--- src/hdl/fsl_pkg.sv ---
package fsl_pkg;

  // Default sizes of the block.
  localparam int LINE_BUFFER_DEF = 1024;
  localparam int PATTERN_MAX_DEF = 16;

  // Widths fixed by the register and field definitions.
  localparam int CFG_DATA_W   = 64;
  localparam int CFG_INDEX_W  = 2;
  localparam int LINE_NUM_W   = 32;
  localparam int CHUNK_LEN_W  = 10;
  localparam int PAT_BYTES    = 16;
  localparam int PAT_LEN_W    = 5;

  // Configuration register indexes.
  localparam logic [CFG_INDEX_W-1:0] REG_PATTERN_LOW    = 2'd0;
  localparam logic [CFG_INDEX_W-1:0] REG_PATTERN_HIGH   = 2'd1;
  localparam logic [CFG_INDEX_W-1:0] REG_PATTERN_LENGTH = 2'd2;
  localparam logic [CFG_INDEX_W-1:0] REG_SHOW_NUMBERS   = 2'd3;

  localparam logic [7:0] NEWLINE_BYTE = 8'h0A;

  // Control shared by every cell of the window chain.
  typedef struct packed {
    logic shift;
    logic clear;
  } fsl_cell_ctrl_t;

endpackage

--- src/hdl/fsl_if.sv ---
// Input channel: one file byte per item.
interface fsl_in_if;
  logic       valid;
  logic       ready;
  logic [7:0] in_byte;
  logic       file_end;

  modport source (output valid, output in_byte, output file_end, input ready);
  modport sink   (input valid, input in_byte, input file_end, output ready);
endinterface

// Result channel: one verdict per finished chunk.
interface fsl_out_if;
  logic        valid;
  logic        ready;
  logic [31:0] line_number;
  logic [9:0]  chunk_length;
  logic        matched;

  modport source (output valid, output line_number, output chunk_length,
                  output matched, input ready);
  modport sink   (input valid, input line_number, input chunk_length,
                  input matched, output ready);
endinterface

--- src/hdl/fsl_cell.sv ---
module fsl_cell
  import fsl_pkg::*;
(
  input  logic           clk,
  input  logic           rst_n,
  input  fsl_cell_ctrl_t ctrl,
  input  logic [7:0]     prev_byte,
  input  logic           prev_valid,
  input  logic [7:0]     pat_byte,
  output logic [7:0]     byte_q,
  output logic           valid_q,
  output logic           hit
);

  logic [7:0] byte_r;
  logic [7:0] byte_nxt;
  logic       valid_r;
  logic       valid_nxt;

  // Shift in the neighbor's byte; a chunk end empties the cell.
  always_comb begin
    byte_nxt  = byte_r;
    valid_nxt = valid_r;
    if (ctrl.clear) begin
      valid_nxt = 1'b0;
    end else if (ctrl.shift) begin
      byte_nxt  = prev_byte;
      valid_nxt = prev_valid;
    end
  end

  // The compare looks at the byte this cell holds after the shift.
  assign hit = prev_valid && (prev_byte == pat_byte);

  always_ff @(posedge clk) begin
    if (!rst_n) begin
      valid_r <= 1'b0;
    end else begin
      valid_r <= valid_nxt;
    end
  end

  always_ff @(posedge clk) begin
    byte_r <= byte_nxt;
  end

  assign byte_q  = byte_r;
  assign valid_q = valid_r;

endmodule

--- src/hdl/fixed_string_line_filter.sv ---
// Channel   Direction  Payload
// in_chan   sink       in_byte[7:0], file_end
// out_chan  source     line_number[31:0], chunk_length[9:0], matched
// cfg_*     write      cfg_index[1:0], cfg_data[63:0]
//
// One byte is taken every cycle; the window of recent bytes is a row of
// PATTERN_MAX cells compared in parallel, so a verdict leaves in the cycle
// after the byte that ends its chunk. The result register lets a new byte
// enter in the same cycle the pending verdict is taken; while a verdict
// waits and out_chan.ready is low, in_chan.ready is low. rst_n is synchronous
// and clears the window, counters and the result register.
module fixed_string_line_filter
  import fsl_pkg::*;
#(
  parameter int LINE_BUFFER = LINE_BUFFER_DEF,
  parameter int PATTERN_MAX = PATTERN_MAX_DEF
) (
  input  logic                   clk,
  input  logic                   rst_n,
  fsl_in_if.sink                 in_chan,
  fsl_out_if.source              out_chan,
  input  logic                   cfg_we,
  input  logic [CFG_INDEX_W-1:0] cfg_index,
  input  logic [CFG_DATA_W-1:0]  cfg_data
);

  localparam int CW = $clog2(LINE_BUFFER);
  localparam int LW = (CW > CHUNK_LEN_W) ? CW : CHUNK_LEN_W;
  localparam logic [CW-1:0] CHUNK_MAX = CW'(LINE_BUFFER - 1);
  localparam logic [PAT_LEN_W-1:0] LEN_LIMIT = PAT_LEN_W'(PATTERN_MAX);

  // Configuration registers.
  logic [CFG_DATA_W-1:0] pat_low_r;
  logic [CFG_DATA_W-1:0] pat_high_r;
  logic [PAT_LEN_W-1:0]  pat_len_r;
  logic                  show_num_r;

  always_ff @(posedge clk) begin
    if (!rst_n) begin
      pat_low_r  <= '0;
      pat_high_r <= '0;
      pat_len_r  <= '0;
      show_num_r <= 1'b0;
    end else if (cfg_we) begin
      case (cfg_index)
        REG_PATTERN_LOW:    pat_low_r  <= cfg_data;
        REG_PATTERN_HIGH:   pat_high_r <= cfg_data;
        REG_PATTERN_LENGTH: pat_len_r  <= cfg_data[PAT_LEN_W-1:0];
        REG_SHOW_NUMBERS:   show_num_r <= cfg_data[0];
        default: ;
      endcase
    end
  end

  // Pattern bytes and the length in use: the pattern stops at its first
  // zero byte and never runs past the window.
  logic [7:0]           pat_bytes [PAT_BYTES];
  logic [PAT_LEN_W-1:0] len_lim;
  logic [PAT_LEN_W-1:0] plen;

  always_comb begin
    for (int i = 0; i < PAT_BYTES; i++) begin
      pat_bytes[i] = (i < 8) ? pat_low_r[8*(i%8) +: 8] : pat_high_r[8*(i%8) +: 8];
    end
  end

  assign len_lim = (pat_len_r > LEN_LIMIT) ? LEN_LIMIT : pat_len_r;

  always_comb begin
    plen = len_lim;
    for (int i = PAT_BYTES - 1; i >= 0; i--) begin
      if ((PAT_LEN_W'(i) < len_lim) && (pat_bytes[i] == 8'h00)) begin
        plen = PAT_LEN_W'(i);
      end
    end
  end

  // Handshake and chunk control.
  logic                  accept;
  logic                  chunk_end;
  logic                  zero_seen_r;
  logic                  zero_seen_nxt;
  logic                  found_r;
  logic                  found_nxt;
  logic [CW-1:0]         count_r;
  logic [CW-1:0]         count_inc;
  logic [CW-1:0]         count_nxt;
  logic [LINE_NUM_W-1:0] line_r;
  logic [LINE_NUM_W-1:0] line_nxt;
  logic                  win_hit;
  fsl_cell_ctrl_t        cell_ctrl;

  logic                  out_valid_r;
  logic                  out_valid_nxt;
  logic [LINE_NUM_W-1:0] out_line_r;
  logic [CHUNK_LEN_W-1:0] out_len_r;
  logic                  out_match_r;
  logic [LW-1:0]         len_wide;

  assign in_chan.ready = !out_valid_r || out_chan.ready;
  assign accept        = in_chan.valid && in_chan.ready;
  assign count_inc     = count_r + CW'(1);
  assign chunk_end     = (in_chan.in_byte == NEWLINE_BYTE) ||
                         (count_inc >= CHUNK_MAX) || in_chan.file_end;

  assign cell_ctrl.clear = accept && chunk_end;
  assign cell_ctrl.shift = accept && !zero_seen_r && (in_chan.in_byte != 8'h00);

  // Window chain: cell k holds the k-th most recent byte of the chunk.
  logic [7:0]             cell_byte  [PATTERN_MAX];
  logic [PATTERN_MAX-1:0] cell_valid;
  logic [PATTERN_MAX-1:0] cell_hit;
  logic [PATTERN_MAX-1:0] cell_ok;

  for (genvar k = 0; k < PATTERN_MAX; k++) begin : g_cell
    logic [7:0]           prev_byte;
    logic                 prev_valid;
    logic [PAT_LEN_W-1:0] pat_idx;
    logic                 in_use;

    if (k == 0) begin : g_head
      assign prev_byte  = in_chan.in_byte;
      assign prev_valid = 1'b1;
    end else begin : g_link
      assign prev_byte  = cell_byte[k-1];
      assign prev_valid = cell_valid[k-1];
    end

    // Cell k lines up with pattern byte plen-1-k.
    assign in_use     = PAT_LEN_W'(k) < plen;
    assign pat_idx    = plen - PAT_LEN_W'(k) - PAT_LEN_W'(1);
    assign cell_ok[k] = !in_use || cell_hit[k];

    fsl_cell u_cell (
      .clk        (clk),
      .rst_n      (rst_n),
      .ctrl       (cell_ctrl),
      .prev_byte  (prev_byte),
      .prev_valid (prev_valid),
      .pat_byte   (pat_bytes[pat_idx[3:0]]),
      .byte_q     (cell_byte[k]),
      .valid_q    (cell_valid[k]),
      .hit        (cell_hit[k])
    );
  end

  assign win_hit = (plen != '0) && (&cell_ok);

  // Chunk state update.
  always_comb begin
    zero_seen_nxt = zero_seen_r;
    found_nxt     = found_r;
    count_nxt     = count_r;
    line_nxt      = line_r;
    if (accept) begin
      if (cell_ctrl.shift && win_hit) begin
        found_nxt = 1'b1;
      end
      if (!zero_seen_r && (in_chan.in_byte == 8'h00)) begin
        zero_seen_nxt = 1'b1;
      end
      count_nxt = count_inc;
      if (chunk_end) begin
        zero_seen_nxt = 1'b0;
        count_nxt     = '0;
        if (in_chan.file_end) begin
          line_nxt = LINE_NUM_W'(1);
        end else if (line_r != '1) begin
          line_nxt = line_r + LINE_NUM_W'(1);
        end
      end
    end
  end

  always_ff @(posedge clk) begin
    if (!rst_n) begin
      zero_seen_r <= 1'b0;
      found_r     <= 1'b0;
      count_r     <= '0;
      line_r      <= LINE_NUM_W'(1);
    end else begin
      zero_seen_r <= zero_seen_nxt;
      found_r     <= cell_ctrl.clear ? 1'b0 : found_nxt;
      count_r     <= count_nxt;
      line_r      <= line_nxt;
    end
  end

  // Result register.
  assign len_wide = LW'(count_inc);

  always_comb begin
    out_valid_nxt = out_valid_r;
    if (cell_ctrl.clear) begin
      out_valid_nxt = 1'b1;
    end else if (out_chan.ready) begin
      out_valid_nxt = 1'b0;
    end
  end

  always_ff @(posedge clk) begin
    if (!rst_n) begin
      out_valid_r <= 1'b0;
    end else begin
      out_valid_r <= out_valid_nxt;
    end
  end

  always_ff @(posedge clk) begin
    if (cell_ctrl.clear) begin
      out_line_r  <= show_num_r ? line_r : '0;
      out_len_r   <= len_wide[CHUNK_LEN_W-1:0];
      out_match_r <= found_nxt || (plen == '0);
    end
  end

  assign out_chan.valid        = out_valid_r;
  assign out_chan.line_number  = out_line_r;
  assign out_chan.chunk_length = out_len_r;
  assign out_chan.matched      = out_match_r;

endmodule

--- src/flat_wrapper.sv ---
// flat-port wrapper written by rule: the top's interface ports become plain ports
module fixed_string_line_filter_flat import fsl_pkg::*;
#(
  parameter int LINE_BUFFER = LINE_BUFFER_DEF,
  parameter int PATTERN_MAX = PATTERN_MAX_DEF
)
  (clk, rst_n, cfg_we, cfg_index, cfg_data, in_chan_valid, in_chan_in_byte, in_chan_file_end, in_chan_ready, out_chan_valid, out_chan_line_number, out_chan_chunk_length, out_chan_matched, out_chan_ready);
  fsl_in_if in_chan_i ();
  fsl_out_if out_chan_i ();
  input  logic clk;
  input  logic rst_n;
  input  logic cfg_we;
  input  logic [CFG_INDEX_W-1:0] cfg_index;
  input  logic [CFG_DATA_W-1:0] cfg_data;
  input wire logic [$bits(in_chan_i.valid)-1:0] in_chan_valid;
  input wire logic [$bits(in_chan_i.in_byte)-1:0] in_chan_in_byte;
  input wire logic [$bits(in_chan_i.file_end)-1:0] in_chan_file_end;
  output wire logic [$bits(in_chan_i.ready)-1:0] in_chan_ready;
  output wire logic [$bits(out_chan_i.valid)-1:0] out_chan_valid;
  output wire logic [$bits(out_chan_i.line_number)-1:0] out_chan_line_number;
  output wire logic [$bits(out_chan_i.chunk_length)-1:0] out_chan_chunk_length;
  output wire logic [$bits(out_chan_i.matched)-1:0] out_chan_matched;
  input wire logic [$bits(out_chan_i.ready)-1:0] out_chan_ready;
  assign in_chan_i.valid = in_chan_valid;
  assign in_chan_i.in_byte = in_chan_in_byte;
  assign in_chan_i.file_end = in_chan_file_end;
  assign in_chan_ready = in_chan_i.ready;
  assign out_chan_valid = out_chan_i.valid;
  assign out_chan_line_number = out_chan_i.line_number;
  assign out_chan_chunk_length = out_chan_i.chunk_length;
  assign out_chan_matched = out_chan_i.matched;
  assign out_chan_i.ready = out_chan_ready;
  fixed_string_line_filter #(.LINE_BUFFER(LINE_BUFFER), .PATTERN_MAX(PATTERN_MAX)) u_core (.clk(clk), .rst_n(rst_n), .in_chan(in_chan_i), .out_chan(out_chan_i), .cfg_we(cfg_we), .cfg_index(cfg_index), .cfg_data(cfg_data));
endmodule
--- config.mk ---
export PLATFORM = sky130hd
export DESIGN_NAME = fixed_string_line_filter_flat
export DESIGN_NICKNAME = d
export VERILOG_FILES = /design/src/hdl/fsl_pkg.sv /design/src/hdl/fsl_if.sv /design/src/hdl/fsl_cell.sv /design/src/hdl/fixed_string_line_filter.sv /design/src/flat_wrapper.sv
export SDC_FILE = /design/constraint.sdc
export NUM_CORES = 1
export LEC_CHECK = 0
export ABC_AREA = 1
export BUFFER_PORTS_ARGS = -buffer_cell sky130_fd_sc_hd__buf_2
export CORE_MARGIN = 1
export CORE_UTILIZATION = 40
export CTS_CLUSTER_DIAMETER = 150
export DETAILED_ROUTE_END_ITERATION = 8
export GPL_TIMING_DRIVEN = 0
export HOLD_SLACK_MARGIN = 0.05
export PLACE_DENSITY_LB_ADDON = 0.1
export SETUP_SLACK_MARGIN = 0.5
export SKIP_CTS_REPAIR_TIMING = 1
export SYNTH_ARGS = -nofsm -noshare
export SYNTH_HDL_FRONTEND = slang
export SYNTH_HIERARCHICAL = 1
export SYNTH_SLANG_ARGS = --single-unit
export TNS_END_PERCENT = 30
--- constraint.sdc ---
create_clock -name clk -period 9.55 [get_ports clk]
set_input_delay 0 -clock clk [delete_from_list [all_inputs] [get_ports clk]]
set_output_delay 0 -clock clk [all_outputs]
set_load 0.05 [all_outputs]
After elaboration in Yosys (flattened, before gate mapping)
Cells that the tools add are included.
- bits in latches: 0
- bits of input ports: 80
- memory bits (writable): 0
- output and inout port bits: 45
- logic and storage cells: 346
- memories: 0
- ROM bits: 0
- register bits: 357
- shift-type cells: 0
- equality and inequality tests: 21
- magnitude comparators: 50
- bitwise gates (word level): 18
- div/mod/pow operators: 0
- add/sub/neg operators: 32
- reduce and logical (&&, ||, !) cells: 109
- multiply operators: 0
- mux-type cells: 74
- operators with widths (operator ; count):
    $bmux W8 S4 ; 16
    $mux W8 ; 32
    $logic_not A8 Y1 ; 17
    $eq A8 B8 Y1 ; 16
    $mux W5 ; 17
    $ge A5 B5 Y1 const B ; 16
    $lt A4 B5 Y1 const A ; 16
    $not A4 Y5 ; 16
    $mux W32 ; 2
    $sub A4 B1 Y4 const B ; 16
    $lt A3 B5 Y1 const A ; 8
    $logic_and A1 B1 Y1 ; 38
    $add A32 B1 Y32 const B ; 1
    $ne A32 B32 Y1 const B ; 1
    $sub A4 B4 Y4 const B ; 8
    $logic_or A1 B1 Y1 ; 20
    $lt A1 B5 Y1 const A ; 4
    $lt A2 B5 Y1 const A ; 4
    $logic_not A1 Y1 ; 18
    $reduce_and A16 Y1 ; 1
    $sub A4 B3 Y4 const B ; 4
    $reduce_and A2 Y1 ; 6
    $add A10 B1 Y10 const B ; 1
    $ge A10 B10 Y1 const B ; 1
    15 further kinds ; 25

Longest topological paths before layout
Gate-level depths: netlist of the first run.
- depth after elaboration: 35
- depth in mapped cells: 41
- depth with buffers taken out: 40

Hierarchy
The synthesis of the first run kept the hierarchy.
- modules (own cells, without submodules) (module ; area each (µm²) ; sequential area each (µm²) ; cells each ; times used):
    fixed_string_line_filter ; 17197.7 ; 4874.7 ; 2769 ; 1
    fsl_cell ; 437.9 ; 260.2 ; 50 ; 16

Worst setup path before layout of the first run
OpenSTA, ideal clock, no wires.
- kind: flip-flop to flip-flop
- from: reg u_core.pat_len_r[4]
- to: reg u_core.out_match_r (netlist: u_core/out_chan.matched), data pin
- arrival time: 4.130 ns
- clock period less this slack: 4.261 ns
- stages on the path, launching flop included: 33
- library setup time: 0.131 ns
- buffers on the path: 4
- slack: 5.289 ns
- required time: 9.419 ns
- cells stage by stage: dfxtp_1 -> nor2_4 -> inv_2 -> nor2_2 -> inv_2 -> nand3_1 -> o31ai_1 -> a21oi_1 -> a21oi_1 -> o21ai_1 -> buf_2 -> clkbuf_1 -> ha_1 -> inv_1 -> clkbuf_1 -> clkbuf_1 -> or2_1 -> nand3_1 -> nand3_1 -> nand2_1 -> nand2_1 -> nand2_1 -> nor2_1 -> nand3_1 -> nor2_2 -> nand3_1 -> a21oi_1 -> a21oi_1 -> nor2_1 -> nand2_1 -> nor2_1 -> nor2_1 -> nand2_1
- word-level cells in the longest chain between the ends: 35
- elaborated cells between the ends (all ways): 231
- those cells by class: 30 x add/sub; 33 x order compare; 16 x eq/ne; 67 x mux; 16 x bitwise; 69 x reduce/logical
- RTL lines (element ; line ; RTL):
    from (decl) ; fixed_string_line_filter.sv:35 ; logic [PAT_LEN_W-1:0] pat_len_r;
    from (signal assigned) ; fixed_string_line_filter.sv:48 ; REG_PATTERN_LENGTH: pat_len_r <= cfg_data[PAT_LEN_W-1:0];
    $gt A5 B5 Y1 ; fixed_string_line_filter.sv:67 ; assign len_lim = (pat_len_r > LEN_LIMIT) ? LEN_LIMIT : pat_len_r;
    $mux W5 (*) ; fixed_string_line_filter.sv:67 ;
    $lt A4 B5 Y1 ; fixed_string_line_filter.sv:72 ; if ((PAT_LEN_W'(i) < len_lim) && (pat_bytes[i] == 8'h00)) begin
    $logic_and A1 B1 Y1 ; fixed_string_line_filter.sv:72 ;
    $mux W5 (15 in series) ; fixed_string_line_filter.sv:72 ;
    $mux W5 (*) ; fixed_string_line_filter.sv:72 ;
    $sub A4 B4 Y4 (*) ; fixed_string_line_filter.sv:131 ; assign pat_idx = plen - PAT_LEN_W'(k) - PAT_LEN_W'(1);
    $sub A4 B1 Y4 (*) ; fixed_string_line_filter.sv:131 ;
    (+6 left out) ; - ;
    named net u_core.cell_hit[8] ; fixed_string_line_filter.sv:112 ; logic [PATTERN_MAX-1:0] cell_hit;
    $logic_or A1 B1 Y1 (*) ; fixed_string_line_filter.sv:132 ; assign cell_ok[k] = !in_use || cell_hit[k];
    $reduce_and A16 Y1 (*) ; fixed_string_line_filter.sv:147 ; assign win_hit = (plen != '0) && (&cell_ok);
    $logic_and A1 B1 Y1 (*) ; fixed_string_line_filter.sv:147 ;
    $logic_and A1 B1 Y1 (*) ; fixed_string_line_filter.sv:156 ; if (cell_ctrl.shift && win_hit) begin
    $mux W1 (*) ; fixed_string_line_filter.sv:156 ;
    $mux W1 (*) ; fixed_string_line_filter.sv:155 ; if (accept) begin
    $logic_or A1 B1 Y1 (*) ; fixed_string_line_filter.sv:213 ; out_match_r <= found_nxt || (plen == '0);
    to (signal assigned) ; fixed_string_line_filter.sv:213 ;
    to (decl) ; fixed_string_line_filter.sv:97 ; logic out_match_r;
Mark *: on every way through the listed nets, which the timed path passes. The rest lies on a longest branch. The select of a mux whose other input is x is not followed.
A chain may end at the register's enable or synchronous reset.

Final worst setup path of the first run
- from: reg u_core.pat_high_r[9]
- to: reg u_core.out_match_r (netlist: u_core/out_chan.matched), data pin
- word-level cells in the longest chain between the ends: 27
- elaborated cells between the ends (all ways): 193
- those cells by class: 30 x add/sub; 16 x order compare; 16 x eq/ne; 60 x mux; 16 x bitwise; 55 x reduce/logical
- RTL lines (element ; line ; RTL):
    from (decl) ; fixed_string_line_filter.sv:34 ; logic [CFG_DATA_W-1:0] pat_high_r;
    from (signal assigned) ; fixed_string_line_filter.sv:47 ; REG_PATTERN_HIGH: pat_high_r <= cfg_data;
    $logic_not A8 Y1 ; fixed_string_line_filter.sv:72 ;
    $logic_and A1 B1 Y1 ; fixed_string_line_filter.sv:72 ;
    $mux W5 (10 in series) ; fixed_string_line_filter.sv:72 ;
    $sub A4 B4 Y4 ; fixed_string_line_filter.sv:131 ;
    $sub A4 B1 Y4 ; fixed_string_line_filter.sv:131 ;
    $not A4 Y5 (not written as such) ; fixed_string_line_filter.sv:140 ; .pat_byte (pat_bytes[pat_idx[3:0]]),
    $bmux W8 S4 (*) ; fixed_string_line_filter.sv:140 ;
    $mux W8 (not written as such) (*) (2 in series) ; fixed_string_line_filter.sv:140 ;
    (+2 left out) ; - ;
    named net u_core.cell_hit[13] ; fixed_string_line_filter.sv:112 ;
    $logic_or A1 B1 Y1 (*) ; fixed_string_line_filter.sv:132 ;
    $reduce_and A16 Y1 (*) ; fixed_string_line_filter.sv:147 ;
    $logic_and A1 B1 Y1 (*) ; fixed_string_line_filter.sv:147 ;
    $logic_and A1 B1 Y1 (*) ; fixed_string_line_filter.sv:156 ;
    $mux W1 (*) ; fixed_string_line_filter.sv:156 ;
    $mux W1 (*) ; fixed_string_line_filter.sv:155 ;
    $logic_or A1 B1 Y1 (*) ; fixed_string_line_filter.sv:213 ;
Marks and branches as above.

==> out/results.txt, run 1 <==
Port Buffers: 124
Die W: 247 um
Final WL: 110 mm
Clk sinks: 357
CP Data Required Time: 9.97 ns
Worst Setup End Kind: flip-flop
Tmin final: 6.54 ns
Slew headroom: 15.3%
Switch share: 54.2%
Area Growth Syn to Fin: 16.5%
Core ar.: 59000 sq um
Hold_ws: 0.172 ns
Post-detail-place hpwl: 87.2 mm
Setup violation total in the final timing report: 0
Die Ht: 247 um
Pin count of the biggest net entering global routing: 74
Root buffer cell: clkbuf_16
Num CTS Buffers: 43
Critical-path top delay cell: clkbuf_1
Critical path peak fanout: 14
Reg2reg setup slack: 3.01 ns
Fin nets: 3902
Final Hold Viols: 0
Leakage power: 0.0125 uW
Bufs on Longest Clock Path: 3
Initial antenna violation count: 6
Rows: 89
Clk_skew: 0.0422 ns
Synthesized area: 23900 sq um
Global route overflow: 0
Max-cap violations: 0
Ys Warns: 6
Comb power frac: 63.4%
Vias in the first global route: 23401
Die Footprint: 60800 sq um
First-pass GRT wire length: 157 mm
PwrDens: 342 nW/um^2
Hold Path Class: in -> reg
Clk pwr share: 18.3%
P_int: 4370 uW
Max-slew violations: 0
Total track usage: 35.7%
Unrepaired setup endpoints after global routing: no
Kind of critical path: reg -> reg
Cell count after synthesis: 3554
CP most frequent cell: nand2_1
Average routed wire per standard cell: 23.8 um
Routed Antenna Nets: 0
I/O pins: 125
Actual slew at the worst max-slew pin: 1.26 ns
Total negative slack: 0 ns
Peak supply drop: 0.000184 V
CP peak stage delay: 0.63 ns
Placer congestion estimate: 1.06
Sw power: 5170 uW
Layout cell share with drive strength beyond 1: 10.1%
Syn avg cell area: 6.73 sq um
Critical Path Source Type: flip-flop
DRC: 0
First-pass detailed-route iteration total: 8
Top Family by Delay on Critical Path: simple AND/OR/NAND/NOR gates
Max Freq: 0.153 GHz
Vias/cell: 5.56
H-tree depth: 2
DRT iter0 DRCs: 3024
Crit path DAT: 6.96 ns
DR vias: 25714
Status: finished clean
Initial Util: 40.5%
Sequential Power Share: 18.3%
Worst-path clk slew: 0.06 ns
Period utilization: 68.5%
CTS tree: yes
Buf/Inv on CP: 7
Worst-skew pair later-pin latency: 0.61 ns
==> layer usage <==
layer | wire [um] | track usage [%] | part of all wire [%]
met2 | 46300 | 53.3 | 42
met4 | 7980 | 22.7 | 7.3
met1 | 44600 | 46.8 | 41
met3 | 11000 | 7.39 | 10
met5 | 11 | 0 | 0.010
==> power groups by stage <==
stage               clock network (uW)  logic (uW)  registers [uW]
floorplan                            0        3610            1780
global placement                     0        5800            1770
detailed placement                   0        5790            1770
CTS                               1780        5810            1740
global route                      1830        6450            1750
finish                            1750        6050            1740
==> cell usage in the layout (no fill, tap or decap), drive strengths merged <==
master         n
nand2        889
nand3        553
inv          451
o21ai        293
nor2         249
or2          202
buf          197
dfxtp        194
a21oi        167
edfxtp       163
clkbuf       145
dlygate4sd3   86
xnor2         41
nand4         33
nor3          29
nor4          27
o211ai        26
o21a          19
xor2          19
clkinv        17
ha            12
or3           11
bufinv         7
a31oi          4
diode          3
a211oi         2
conb           2
clkinvlp       1
a21o           1
and2           1
o31ai          1
mux2i          1
nand3b         1
nor3b          1
==> state kept, by name (all words and copies together) (netlist names) <==
| signal | cells |
|---|---|
| u_core/count_r | 10 |
| u_core/found_r | 1 |
| u_core/g_cell.u_cell/byte_q | 120 |
| u_core/g_cell.u_cell/valid_q | 15 |
| u_core/line_r | 32 |
| u_core/out_chan.chunk_length | 10 |
| u_core/out_chan.line_number | 32 |
| u_core/out_chan.matched | 1 |
| u_core/out_chan.valid | 1 |
| u_core/pat_high_r | 64 |
| u_core/pat_len_r | 5 |
| u_core/pat_low_r | 64 |
| u_core/show_num_r | 1 |
| u_core/zero_seen_r | 1 |
==> per-stage QoR <==
step	utilization (%)	power, uW	cells	area (sq um)	setup WS, ns
floorplan	-	5390	3555	23900	5.29
global placement	43.2	7580	4452	25500	3.25
detailed placement	43.2	7560	4452	25500	3.31
CTS	45.8	9330	4532	27000	3.25
global route	47.2	10000	4618	27900	2.50
finish	47.2	9540	4621	27900	3.01
==> tightest hold or removal path: cells and delay by family <==
family / cells / cell delay (ns)
and+or+nand+nor: 2 / 0.12
buffers and inverters: 2 / 0.62
==> path summary, 6_finish.rpt <==
check                               startpoint                           endpoint  cells after the start
max                       u_core/pat_high_r[9]            u_core/out_chan.matched                     32
min                               cfg_data[19]              u_core/pat_high_r[19]                      4
max reg2reg               u_core/pat_high_r[9]            u_core/out_chan.matched                     32
min reg2reg  u_core/g_cell[6].u_cell/byte_q[7]  u_core/g_cell[7].u_cell/byte_q[7]                      0
==> final cells by class <==
| type | instances | area [sq um] |
|---|---|---|
| timing repair buffer | 210 | 1480 |
| buffer | 164 | 822 |
| fill | 6198 | 31100 |
| sequential | 357 | 8780 |
| multi-input combinational | 2584 | 12600 |
| clock buffer | 54 | 1140 |
| tap | 773 | 967 |
| inverter | 450 | 1700 |
| clock inverter | 26 | 353 |
| antenna | 3 | 7.51 |
No activity file was read; power rests on OpenSTA's default activity.
==> run 2: changes to the inputs <==
==> constraint.sdc (replaced) <==
create_clock -name clk -period 5.9 [get_ports clk]
set_input_delay 0 -clock clk [delete_from_list [all_inputs] [get_ports clk]]
set_output_delay 0 -clock clk [all_outputs]
set_load 0.05 [all_outputs]
==> out/results.txt, run 2 (same netlist as run 1, synthesis figures left out) <==
CTS tree: yes (unchanged)
Actual slew at the worst max-slew pin: 1.17 ns (was 1.26 ns)
Total track usage: 35.7% (unchanged)
H-tree depth: 2 (unchanged)
Pin count of the biggest net entering global routing: 74 (unchanged)
Buf/Inv on CP: 7 (unchanged)
Initial Util: 40.5% (unchanged)
Period utilization: 87.3% (was 68.5%)
Commonest cells after routing, fill and taps aside: nand2_1 (858), nand3_1 (547), inv_1 (396) (was nand2_1 (875), nand3_1 (551), inv_1 (403))
Max reg flops: 120 (unchanged)
Layout cell share with drive strength beyond 1: 12.5% (was 10.1%)
Bufs on Longest Clock Path: 3 (unchanged)
DRC: 0 (unchanged)
Die W: 247 um (unchanged)
Status: finished clean (unchanged)
Post-detail-place hpwl: 87.2 mm (unchanged)
Hold_ws: 0.169 ns (was 0.172 ns)
Vias in the first global route: 23401 (unchanged)
Clk_skew: 0.0429 ns (was 0.0422 ns)
First-pass GRT wire length: 157 mm (unchanged)
Worst-skew pair later-pin latency: 0.61 ns (about the same)
Die Ht: 247 um (unchanged)
Area Growth Syn to Fin: 18.3% (was 16.5%)
Most common cell after layout, fill and taps aside: nand2_1 (unchanged)
I/O pins: 125 (unchanged)
Peak supply drop: 0.000297 V (was 0.000184 V)
Slack of the critical path: 0.751 ns (was 3.01 ns)
Unrepaired setup endpoints after global routing: no (unchanged)
Cells after DPL: 4452 (unchanged)
Top Family by Delay on Critical Path: simple AND/OR/NAND/NOR gates (unchanged)
Total negative slack: 0 ns (unchanged)
Fin nets: 3909 (was 3902)
Max Freq: 0.194 GHz (was 0.153 GHz)
Worst Setup End Kind: flip-flop (unchanged)
Leakage power: 0.0127 uW (was 0.0125 uW)
Hold Path Class: in -> reg (unchanged)
Pre-CTS WS: -0.342 ns (was 3.31 ns)
Num CTS Buffers: 43 (unchanged)
Critical-path top delay cell: dfxtp_2 (was clkbuf_1)
Placer congestion estimate: 1.06 (unchanged)
First-pass detailed-route iteration total: 6 (was 8)
Final WL: 110 mm (about the same)
Rows: 89 (unchanged)
Core ar.: 59000 sq um (unchanged)
Clk sinks: 357 (unchanged)
CP most frequent cell: nand2_1 (unchanged)
Worst-path clk slew: 0.06 ns (about the same)
Initial antenna violation count: 6 (unchanged)
Min-delay src: cfg_data[19] (unchanged)
Crit path DAT: 5.57 ns (was 6.96 ns)
Tmin final: 5.15 ns (was 6.54 ns)
Max-slew violations: 0 (unchanged)
Finished Layout Cells: 4629 (was 4621)
Slew headroom: 21.5% (was 15.3%)
Kind of critical path: reg -> reg (unchanged)
Crit. Startpoint: u_core/pat_len_r[3] (was u_core/pat_high_r[9])
Worst r2r src: u_core/pat_len_r[3] (was u_core/pat_high_r[9])
Final Hold Viols: 0 (unchanged)
Reg2reg setup slack: 0.75 ns (was 3.01 ns)
Root buffer cell: clkbuf_16 (unchanged)
Critical Path Source Type: flip-flop (unchanged)
Die Footprint: 60800 sq um (unchanged)
Global route overflow: 0 (unchanged)
DR vias: 25732 (was 25714)
Average routed wire per standard cell: 23.8 um (about the same)
Critical path peak fanout: 11 (was 14)
CP Data Required Time: 6.32 ns (was 9.97 ns)
Setup violation total in the final timing report: 0 (unchanged)
DRT iter0 DRCs: 2985 (was 3024)
Routed Antenna Nets: 0 (unchanged)
Port Buffers: 124 (unchanged)
PwrDens: 555 nW/um^2 (was 342 nW/um^2)
Max-cap violations: 0 (unchanged)
Vias/cell: 5.56 (about the same)
Final core utilization: 47.9% (was 47.2%)
CP peak stage delay: 0.36 ns (was 0.63 ns)
[run 2: cell count changes in the layout (fill, tap and decap cells not counted), moves of 5 or more]
cell,change
buf_1,-5
buf_4,+8
buf_6,+7
clkbuf_1,-24
clkbuf_2,+16
inv_1,-7
inv_2,+5
nand2_1,-17
nand2_2,+14
nor2_1,-8
nor2_4,+7
o21ai_1,-15
o21ai_2,+14
[run 2: routing by layer]
layer	up-vias	GRT usage, %	share of wire (%)
li1	12135	-	-
met1	11962	46.8	41
met2	1341	53.3	42
met3	290	7.39	9.6
met4	4	22.7	7.0
met5	-	0	0.023
[run 2: path summary, 6_finish.rpt]
path,endpoint,depth (start not counted)
setup reg to reg,u_core/out_chan.matched,33
hold / removal,u_core/pat_high_r[19],4
setup / recovery,u_core/out_chan.matched,33
hold reg to reg,u_core/g_cell[7].u_cell/byte_q[7],0
[run 2: power by group]
part,internal (uW),switching [uW]
Clock,1690,1140
Combinational,2810,7250
Sequential,2730,95.2
[run 2: worst register-to-register path: cells and delay by family (launching register included)]
family          cells  cell delay, ns
fa+ha+maj           1            0.33
simple gates       22            2.35
buf+inv             7            1.41
flops               1            0.36
compound gates      3            0.51
[run 2: final cells by class]
type / instances / area, sq um
fill: 6160 / 30700
buffer: 164 / 915
timing repair buffer: 217 / 1550
antenna: 4 / 10.0
tap: 773 / 967
clock inverter: 26 / 353
clock buffer: 54 / 1140
sequential: 357 / 8780
inverter: 450 / 1700
multi-input combinational: 2584 / 12900
[run 2: through the flow]
stage	instance area (sq um)	power, uW
2_1_floorplan	23900	8720
3_3_place_gp	25500	12300
3_5_place_dp	25500	12200
4_1_cts	27000	15100
5_1_grt	28300	16500
6_report	28300	15700
